[src/design/hcrt_pkg.sv]
`default_nettype none

package hcrt_pkg;

  localparam int DELAY_BITS_DEF = 40;
  localparam int COUNT_W        = 32;
  localparam int LEVEL_W        = 16;
  localparam int PERIOD_W       = 8;
  localparam int CFG_IDX_W      = 2;
  localparam int CFG_DATA_W     = 16;

  localparam logic [LEVEL_W-1:0]  INIT_LEVEL_RST = 16'd5;
  localparam logic [LEVEL_W-1:0]  MAX_LEVEL_RST  = 16'd100;
  localparam logic [PERIOD_W-1:0] PERIOD_RST     = 8'd5;

  // Reciprocal of ten, exact for every 16-bit value after a shift by 19.
  localparam logic [LEVEL_W:0] RECIP10      = 17'd52429;
  localparam int               RECIP10_SHR  = 19;

  typedef enum logic [CFG_IDX_W-1:0] {
    REG_INITIAL_LEVEL  = 2'd0,
    REG_MAX_LEVEL      = 2'd1,
    REG_CONTROL_PERIOD = 2'd2
  } cfg_reg_e;

  typedef enum logic [2:0] {
    ST_IDLE,
    ST_DIV,
    ST_ACCUM,
    ST_TRIM,
    ST_STEP,
    ST_OUT
  } state_e;

  function automatic logic [LEVEL_W-1:0] div10(input logic [LEVEL_W-1:0] x);
    logic [LEVEL_W+RECIP10_SHR-1:0] p;
    p = {{RECIP10_SHR{1'b0}}, x} * {{(RECIP10_SHR-1){1'b0}}, RECIP10};
    return p[RECIP10_SHR +: LEVEL_W];
  endfunction

endpackage

`default_nettype wire

[src/design/hcrt_divider.sv]
`default_nettype none

// Restoring divider, one quotient bit per cycle.
module hcrt_divider #(
  parameter int W = hcrt_pkg::DELAY_BITS_DEF
) (
  input  wire logic                         clk_i,
  input  wire logic                         rst_ni,
  input  wire logic                         start_i,
  input  wire logic [W-1:0]                 dividend_i,
  input  wire logic [hcrt_pkg::COUNT_W-1:0] divisor_i,
  output logic                              done_o,
  output logic [W-1:0]                      quotient_o
);

  localparam int DW = hcrt_pkg::COUNT_W;
  localparam int CW = $clog2(W + 1);

  logic          busy_q;
  logic          done_q;
  logic [CW-1:0] cnt_q;
  logic [W-1:0]  dq_q;
  logic [DW-1:0] rem_q;
  logic [DW-1:0] dvs_q;
  logic [DW:0]   trial;
  logic          fits;

  assign trial = {rem_q, dq_q[W-1]};
  assign fits  = (trial >= {1'b0, dvs_q});

  always_ff @(posedge clk_i or negedge rst_ni) begin
    if (!rst_ni) begin
      busy_q <= 1'b0;
      done_q <= 1'b0;
      cnt_q  <= '0;
    end else begin
      done_q <= 1'b0;
      if (start_i) begin
        busy_q <= 1'b1;
        cnt_q  <= CW'(W);
      end else if (busy_q) begin
        cnt_q <= cnt_q - CW'(1);
        if (cnt_q == CW'(1)) begin
          busy_q <= 1'b0;
          done_q <= 1'b1;
        end
      end
    end
  end

  always_ff @(posedge clk_i) begin
    if (start_i) begin
      dq_q  <= dividend_i;
      rem_q <= '0;
      dvs_q <= divisor_i;
    end else if (busy_q) begin
      dq_q  <= {dq_q[W-2:0], fits};
      rem_q <= fits ? DW'(trial - {1'b0, dvs_q}) : trial[DW-1:0];
    end
  end

  assign done_o     = done_q;
  assign quotient_o = dq_q;

endmodule

`default_nettype wire

[src/design/hill_climb_rate_tuner_top.sv]
`default_nettype none

// Hill-climbing pause-level tuner. Each input transaction carries one sampling
// period's commit count and summed commit delay; each yields exactly one result
// transaction with the current pause level, a flag set when the sample closed a
// control period, and the average delay (total / count, 0 for a zero count).
// Nonzero samples are accumulated; after control_period of them the largest and
// smallest averages are trimmed from the sum, and the level moves one
// perturb-and-observe step (level/10, at least 1), reversing direction when
// the trimmed total rose and holding when it is unchanged, clamped to
// 0..max_level. A nonzero sample's average comes from the bit-serial divider,
// which resolves one quotient bit per cycle, and is then accumulated; a sample
// that closes a control period also passes the trim and step states before the
// output state. A zero-count sample goes straight from idle to the output
// state. in_stall_o stays high while a transaction is in flight, and longer
// while a finished result waits for a full output register. The result sits
// in an output register until taken. Configuration writes are always ready and
// must only be issued while the block is idle; writing initial_level also loads
// the live level.
module hill_climb_rate_tuner_top #(
  parameter int DELAY_BITS = hcrt_pkg::DELAY_BITS_DEF
) (
  input  wire logic                            clk_i,
  input  wire logic                            rst_ni,
  // configuration write channel
  input  wire logic                            cfg_valid_i,
  output logic                                 cfg_ready_o,
  input  wire logic [hcrt_pkg::CFG_IDX_W-1:0]  cfg_index_i,
  input  wire logic [hcrt_pkg::CFG_DATA_W-1:0] cfg_data_i,
  // sample channel
  input  wire logic                            in_valid_i,
  output logic                                 in_stall_o,
  input  wire logic [hcrt_pkg::COUNT_W-1:0]    commit_count_i,
  input  wire logic [DELAY_BITS-1:0]           commit_total_delay_i,
  // result channel
  output logic                                 out_valid_o,
  input  wire logic                            out_stall_i,
  output logic [hcrt_pkg::LEVEL_W-1:0]         pause_level_o,
  output logic                                 level_updated_o,
  output logic [DELAY_BITS-1:0]                average_delay_o
);

  localparam int SUM_BITS = DELAY_BITS + 8;
  localparam int LW       = hcrt_pkg::LEVEL_W;
  localparam int PW       = hcrt_pkg::PERIOD_W;

  hcrt_pkg::state_e state_q, state_d;

  // configuration registers
  logic [LW-1:0] max_level_q;
  logic [PW-1:0] control_period_q;

  // tuner state
  logic [PW-1:0]         sample_counter_q;
  logic [SUM_BITS-1:0]   delay_sum_q;
  logic [DELAY_BITS-1:0] largest_q;
  logic [DELAY_BITS-1:0] smallest_q;
  logic [SUM_BITS-1:0]   previous_sum_q;
  logic [LW-1:0]         level_q;
  logic                  dir_up_q;

  // working registers
  logic [DELAY_BITS-1:0] avg_q;
  logic                  updated_q;
  logic [SUM_BITS-1:0]   trimmed_q;
  logic [LW-1:0]         step_q;

  // output register
  logic                  out_valid_q;
  logic [LW-1:0]         out_level_q;
  logic                  out_updated_q;
  logic [DELAY_BITS-1:0] out_avg_q;

  logic                  div_start;
  logic                  div_done;
  logic [DELAY_BITS-1:0] quotient;

  logic in_accept;
  logic cfg_write;
  logic out_take;
  logic load_out;
  logic count_zero;

  assign cfg_ready_o = 1'b1;
  assign cfg_write   = cfg_valid_i && cfg_ready_o;
  assign in_accept   = in_valid_i && !in_stall_o;
  assign out_take    = out_valid_q && !out_stall_i;
  assign count_zero  = (commit_count_i == '0);

  hcrt_divider #(
    .W (DELAY_BITS)
  ) u_divider (
    .clk_i      (clk_i),
    .rst_ni     (rst_ni),
    .start_i    (div_start),
    .dividend_i (commit_total_delay_i),
    .divisor_i  (commit_count_i),
    .done_o     (div_done),
    .quotient_o (quotient)
  );

  // accumulate stage arithmetic
  logic [PW-1:0]       cnt_inc;
  logic                period_done;
  logic [SUM_BITS:0]   sum_ext;
  logic [SUM_BITS-1:0] sum_sat;

  assign cnt_inc     = sample_counter_q + PW'(1);
  assign period_done = (cnt_inc >= control_period_q) || (cnt_inc == '0);
  assign sum_ext     = {1'b0, delay_sum_q} + {{(SUM_BITS+1-DELAY_BITS){1'b0}}, avg_q};
  assign sum_sat     = sum_ext[SUM_BITS] ? '1 : sum_ext[SUM_BITS-1:0];

  // trim stage arithmetic
  logic [SUM_BITS-1:0] cut;
  logic [LW-1:0]       lvl10;

  assign cut   = {{(SUM_BITS-DELAY_BITS){1'b0}}, largest_q}
               + {{(SUM_BITS-DELAY_BITS){1'b0}}, smallest_q};
  assign lvl10 = hcrt_pkg::div10(level_q);

  // step stage arithmetic
  logic          rose;
  logic          same;
  logic          dir_next;
  logic [LW-1:0] step_eff;
  logic [LW:0]   cand;
  logic [LW-1:0] level_next;

  assign rose     = (trimmed_q > previous_sum_q);
  assign same     = (trimmed_q == previous_sum_q);
  assign dir_next = rose ? !dir_up_q : dir_up_q;
  assign step_eff = same ? '0 : step_q;

  always_comb begin
    if (dir_next) begin
      cand = {1'b0, level_q} + {1'b0, step_eff};
    end else if (level_q < step_eff) begin
      cand = '0;
    end else begin
      cand = {1'b0, level_q - step_eff};
    end
    level_next = (cand > {1'b0, max_level_q}) ? max_level_q : cand[LW-1:0];
  end

  // next state
  always_comb begin
    state_d = state_q;
    unique case (state_q)
      hcrt_pkg::ST_IDLE: begin
        if (in_valid_i) begin
          state_d = count_zero ? hcrt_pkg::ST_OUT : hcrt_pkg::ST_DIV;
        end
      end
      hcrt_pkg::ST_DIV: begin
        if (div_done) begin
          state_d = hcrt_pkg::ST_ACCUM;
        end
      end
      hcrt_pkg::ST_ACCUM: begin
        state_d = period_done ? hcrt_pkg::ST_TRIM : hcrt_pkg::ST_OUT;
      end
      hcrt_pkg::ST_TRIM: state_d = hcrt_pkg::ST_STEP;
      hcrt_pkg::ST_STEP: state_d = hcrt_pkg::ST_OUT;
      hcrt_pkg::ST_OUT: begin
        if (!out_valid_q || !out_stall_i) begin
          state_d = hcrt_pkg::ST_IDLE;
        end
      end
      default: state_d = hcrt_pkg::ST_IDLE;
    endcase
  end

  // sequencer outputs
  always_comb begin
    in_stall_o = (state_q != hcrt_pkg::ST_IDLE);
    div_start  = 1'b0;
    load_out   = 1'b0;
    unique case (state_q)
      hcrt_pkg::ST_IDLE: div_start = in_valid_i && !count_zero;
      hcrt_pkg::ST_OUT:  load_out = !out_valid_q || !out_stall_i;
      default: ;
    endcase
  end

  always_ff @(posedge clk_i or negedge rst_ni) begin
    if (!rst_ni) begin
      state_q <= hcrt_pkg::ST_IDLE;
    end else begin
      state_q <= state_d;
    end
  end

  // configuration and tuner state
  always_ff @(posedge clk_i or negedge rst_ni) begin
    if (!rst_ni) begin
      max_level_q      <= hcrt_pkg::MAX_LEVEL_RST;
      control_period_q <= hcrt_pkg::PERIOD_RST;
      sample_counter_q <= '0;
      delay_sum_q      <= '0;
      largest_q        <= '0;
      smallest_q       <= '1;
      previous_sum_q   <= '1;
      level_q          <= hcrt_pkg::INIT_LEVEL_RST;
      dir_up_q         <= 1'b1;
    end else begin
      if (cfg_write) begin
        unique case (cfg_index_i)
          hcrt_pkg::REG_INITIAL_LEVEL:  level_q          <= cfg_data_i[LW-1:0];
          hcrt_pkg::REG_MAX_LEVEL:      max_level_q      <= cfg_data_i[LW-1:0];
          hcrt_pkg::REG_CONTROL_PERIOD: control_period_q <= cfg_data_i[PW-1:0];
          default: ;
        endcase
      end
      if (state_q == hcrt_pkg::ST_ACCUM) begin
        // fold the new average into the period
        delay_sum_q      <= sum_sat;
        sample_counter_q <= cnt_inc;
        if (avg_q > largest_q) begin
          largest_q <= avg_q;
        end
        if (avg_q < smallest_q) begin
          smallest_q <= avg_q;
        end
      end
      if (state_q == hcrt_pkg::ST_STEP) begin
        // take the step, remember the total, open a fresh period
        level_q          <= level_next;
        dir_up_q         <= dir_next;
        previous_sum_q   <= trimmed_q;
        sample_counter_q <= '0;
        delay_sum_q      <= '0;
        largest_q        <= '0;
        smallest_q       <= '1;
      end
    end
  end

  // working payload registers
  always_ff @(posedge clk_i) begin
    if (in_accept) begin
      avg_q     <= '0;
      updated_q <= 1'b0;
    end
    if (state_q == hcrt_pkg::ST_DIV && div_done) begin
      avg_q <= quotient;
    end
    if (state_q == hcrt_pkg::ST_TRIM) begin
      // drop the extremes, saturating at zero
      trimmed_q <= (delay_sum_q > cut) ? delay_sum_q - cut : '0;
      step_q    <= (lvl10 > LW'(1)) ? lvl10 : LW'(1);
    end
    if (state_q == hcrt_pkg::ST_STEP) begin
      updated_q <= 1'b1;
    end
  end

  // output register: hold the result until the consumer takes it
  always_ff @(posedge clk_i or negedge rst_ni) begin
    if (!rst_ni) begin
      out_valid_q <= 1'b0;
    end else if (load_out) begin
      out_valid_q <= 1'b1;
    end else if (out_take) begin
      out_valid_q <= 1'b0;
    end
  end

  always_ff @(posedge clk_i) begin
    if (load_out) begin
      out_level_q   <= level_q;
      out_updated_q <= updated_q;
      out_avg_q     <= avg_q;
    end
  end

  assign out_valid_o     = out_valid_q;
  assign pause_level_o   = out_level_q;
  assign level_updated_o = out_updated_q;
  assign average_delay_o = out_avg_q;

  // a control step never leaves the level above the clamp
  a_level_clamped: assert property (@(posedge clk_i) disable iff (!rst_ni)
    state_q == hcrt_pkg::ST_STEP |=> level_q <= max_level_q)
    else $error("level above max_level after a control step");

  // the divider finishes only while the sequencer waits for it
  a_div_done_in_div: assert property (@(posedge clk_i) disable iff (!rst_ni)
    div_done |-> state_q == hcrt_pkg::ST_DIV)
    else $error("divider done outside the divide state");

  // a fresh result appears only from the output state
  a_out_from_out: assert property (@(posedge clk_i) disable iff (!rst_ni)
    $rose(out_valid_q) |-> $past(state_q) == hcrt_pkg::ST_OUT)
    else $error("result raised outside the output state");

  // a control step clears the period accumulators
  a_period_cleared: assert property (@(posedge clk_i) disable iff (!rst_ni)
    state_q == hcrt_pkg::ST_STEP |=> sample_counter_q == '0 && delay_sum_q == '0)
    else $error("period not cleared after a control step");

endmodule

`default_nettype wire

[config.mk]
export PLATFORM = sky130hd
export DESIGN_NAME = hill_climb_rate_tuner_top
export DESIGN_NICKNAME = d
export VERILOG_FILES = /design/src/design/hcrt_pkg.sv /design/src/design/hcrt_divider.sv /design/src/design/hill_climb_rate_tuner_top.sv
export SDC_FILE = /design/constraint.sdc
export NUM_CORES = 2
export LEC_CHECK = 0
export BUFFER_PORTS_ARGS = -buffer_cell sky130_fd_sc_hd__buf_2
export CAP_MARGIN = 10
export CORE_MARGIN = 4
export CORE_UTILIZATION = 58
export CTS_CLUSTER_DIAMETER = 200
export DETAILED_ROUTE_END_ITERATION = 8
export HOLD_SLACK_MARGIN = 0.06
export PLACE_DENSITY = 0.79
export RECOVER_POWER = 50
export SYNTH_ARGS = -nofsm -noshare
export SYNTH_HDL_FRONTEND = slang
export SYNTH_HIERARCHICAL = 1
export SYNTH_SLANG_ARGS = --single-unit
[constraint.sdc]
create_clock -name clk_i -period 5.7 [get_ports clk_i]
set_input_delay 1.14 -clock clk_i [delete_from_list [all_inputs] [get_ports clk_i]]
set_output_delay 1.14 -clock clk_i [all_outputs]
set_load 0.005 [all_outputs]
==> metrics.md <==
| Metric | Value |
|---|---|
| Status | complete, but fails checks |
| Failing checks | setup timing |
| CTS clk-pin slew, worst paths | 60 ps |
| Seq/Total Area, Yosys | 36.4% |
| Clock Path Buffers | 3 |
| Crit path max fanout | 4 |
| Total power draw | approximately 24 mW |
| Largest net degree at the start of global routing | 156 |
| DRT Wirelength | a little under 100000 µm |
| Buf/Inv on CP | 4 |
| Synth Area in Compound Gates | approximately 17% |
| Syn avg cell area | 9.58 µm² |
| Crit-path leading delay family | adder cells |
| Via count | 30600 |
| # rows | just over 90 |
| Main synth FF type | edfxtp_1 |
| Most frequent cells in the layout | 434 x ha_1, 419 x inv_1, 312 x nand2_1 |
| CP cell instances | ha_4, inv_2, fa_1, inv_1, fa_2, fa_1, fa_1, inv_1, fa_1, inv_2, ha_4, nand4_1, nor4_2, o311ai_2, o311a_1, nand2_2, o21ai_2, xnor2_1, or4_1, or4_4, o31ai_2 |
| Period utilisation layout | 109% |
| Worst slew pin tran | about 1200 ps |
| Setup crit end kind | register |
| Synth Area in Simple Gates | 12.8% |
| Ratio of cells with drive above 1 in the final layout | between 10% and 20% |
| TritonCTS buffer count | 56 |
| Synth area leaders | edfxtp_1 18%, ha_1 16%, dfrtp_1 9.4%, dfstp_2 6.7%, fa_1 4.6% |
| Setup-failing EPs final | 22 |
| Largest family of logic cells by synthesized area | adder cells |
| Post-Synthesis Cells | just under 4000 |
| Worst-Skew Late Latency | 650 ps |
| Initial antenna violation count | 0 |
| Worst Setup Path Type | register to register |
| Core outline area | around 64000 µm² |
| Vias per cell | ~6 |
| Post-route ant nets | 0 |
| I/O pins | between 150 and 200 |
| DRT iter0 DRCs | between 2000 and 3000 |
| DR pass1 iterations | 6 |
| Synth Area in XOR/XNOR | between 3 and 4% |
| Highest Clock Rate | ~160 MHz |
| Adder and majority gate portion of the synthesized area | between 20% and 30% |
| Clock Sinks | 500 |
| Die Y | 262 µm |
| Synth area leader | edfxtp_1 |
| Commonest non-fill, non-tap cell in the layout | ha_1 |
| Post-synthesis mux area share | between 3 and 4% |
| CP dominant cell by count | fa_1 |
| First-pass GRT wire length | approximately 160000 µm |
| Clk_skew | ~50 ps |
| Full die area | approximately 70000 µm² |
| IO Port Bufs | roughly 150 |
| Max Cap Viol | 0 |
| Post-synth net total | approximately 4600 |
| Endpoints failing hold | 0 |
| Share of the synthesized area in the top cell type | between 15 and 20% |
| Worst Reg-to-Reg Cells | 21 |
| Max-slew headroom | a little over a fifth |
| Power per cell area | roughly 550 nW/µm² |
| GPL Wtd Cong | about 0.93 |
| WHS Path Cells | 0 |
| CTS tree | yes |
| All-Layer GR Usage | approximately 28% |
| Starting Density | about 59% |
| Number of synthesized register bits | 500 |
| Leakage | between 20 and 25 nW |
| DIE WIDTH | 262 µm |
| Worst IR Drop VDD | approximately 0.0011 V |
| Minimum clock period | 6220 ps |
| Ys async rst share | 47.4% |
| Routed len/inst | 19.2 µm |
| H-tree levels | 2 |
| Slowest cell on crit path | dfstp_2 |
| Worst endpoint required time | slightly above 6000 ps |
| CTS root buf | clkbuf_16 |
| Fillers | around 4700 |
| RSZ-0062 raised after global routing | true |
| Max-slew violations | 0 |
| Hold slack | between 400 and 500 ps |
| Yosys cell types | about 90 |
| Final setup TNS | -7740 ps |
| CP Launch Type | register |
| Critical Path Stages | 21 |
| Worst Hold Class | register to register |
| Worst path max stage delay | 600 ps |
| Fin nets | about 4900 |
| Layout area overhead | 17.0% |
| PnR worst setup slack | -515 ps |
| Post-synth EDFFs | 230 |
| Total congestion overflow | 0 |
| DP HPWL | between 70000 and 80000 µm |
| Remaining DRCs | 0 |
| Vias in the first global route | roughly 30000 |
| Arr. time, crit path | roughly 6700 ps |
| Util after Layout | 69.0% |
| Post-synthesis cell area | ~37000 µm² |
| Yosys Warn Count | 6 |
| Reg area | around 14000 µm² |
| Multi-input logic area | roughly 23000 µm² |
==> cell usage after synthesis, drive strengths merged, types with 25 or more instances <==
| cell type | n |
|---|---|
| o21ai | 186 |
| buf | 28 |
| ha | 467 |
| and3 | 26 |
| inv | 433 |
| clkbuf | 116 |
| nand4 | 68 |
| dfxtp | 33 |
| nor2b | 31 |
| dfrtp | 141 |
| a21oi | 263 |
| a211oi | 29 |
| and2 | 61 |
| nor4 | 25 |
| o21a | 32 |
| fa | 86 |
| nor3 | 62 |
| dfstp | 96 |
| xor2 | 72 |
| nand3 | 78 |
| nand2 | 318 |
| mux2 | 106 |
| a21o | 138 |
| nand2b | 35 |
| a31oi | 70 |
| xnor2 | 89 |
| o211ai | 78 |
| edfxtp | 230 |
| nor2 | 242 |
==> layer usage <==
layer,up-vias,track usage (%),share of wire [%]
li1,14700,-,-
met1,14700,39.0,43
met2,1083,46.2,47
met3,208,4.29,6.7
met4,0,8.70,3.2
met5,-,0,0
==> sequential cells by signal (all words and copies together), names as in the netlist, 8 cells and up <==
| name | count |
|---|---|
| avg_q | 40 |
| delay_sum_q | 48 |
| control_period_q | 8 |
| previous_sum_q | 48 |
| step_q | 13 |
| max_level_q | 16 |
| largest_q | 40 |
| u_divider/rem_q | 32 |
| u_divider/dvs_q | 32 |
| average_delay_o | 40 |
| level_q | 16 |
| trimmed_q | 48 |
| pause_level_o | 16 |
| smallest_q | 40 |
| sample_counter_q | 8 |
| u_divider/quotient_o | 40 |
==> power by group <==
group / switching [mW] / total, mW / internal, mW / leakage [nW]
clock network: 1.62 / 3.99 / 2.36 / 0.972
registers: 0.431 / 5.13 / 4.70 / 5.18
logic: 8.06 / 15.0 / 6.90 / 14.1
total: 10.1 / 24.1 / 14.0 / 20.3
==> cells by family after synthesis <==
kind of cell | after synthesis
simple gates | 1003
compound gates | 987
buf+inv | 577
fa+ha+maj | 553
flops | 500
xor+xnor | 161
mux | 127
other cells | 1
==> worst reg2reg max path: cells and delay by family, from the launching register on <==
kind	cells	cell delay, ps
xor+xnor	1	120
compound gates	4	820
fa+ha+maj	7	2880
simple gates	5	1450
buf+inv	4	180
flops	1	600
==> area by class of cell <==
cell class	count	share of cell area (%)
clock buffers	63	3.33
flip-flops and latches	500	31.1
clock inverters	43	1.33
repair buffers	412	6.48
inverters	433	3.71
well taps	846	2.41
diodes	1	0.00571
multi-input cells	2832	51.6
==> final timing paths <==
kind,to,slack [ps],start
setup / recovery,step_q[0],-520,level_q[2]
hold / removal,level_updated_o,440,updated_q
setup reg to reg,step_q[0],-520,level_q[2]
hold reg to reg,level_updated_o,440,updated_q
max in group asynchronous,sample_counter_q[1],4130,rst_ni
min in group asynchronous,largest_q[1],550,rst_ni
==> through the flow <==
stage	cell area [µm²]	instances	setup WS (ps)
after floorplan	37600	3909	-292
after global placement	40600	4986	-526
after detailed placement	40600	4986	-597
after CTS	43400	5113	-499
after global routing	43800	5129	-701
final	43800	5130	-515
==> what timing repair did <==
action                                  CTS  global route
endpoints found under the setup margin   22            71
hold buffers                              0             0
gates cloned                              2             0
setup buffers                            19            17
resized for setup                        99            67
pin swaps                                64            60
Note: power is estimated with default switching activity, not from simulation.
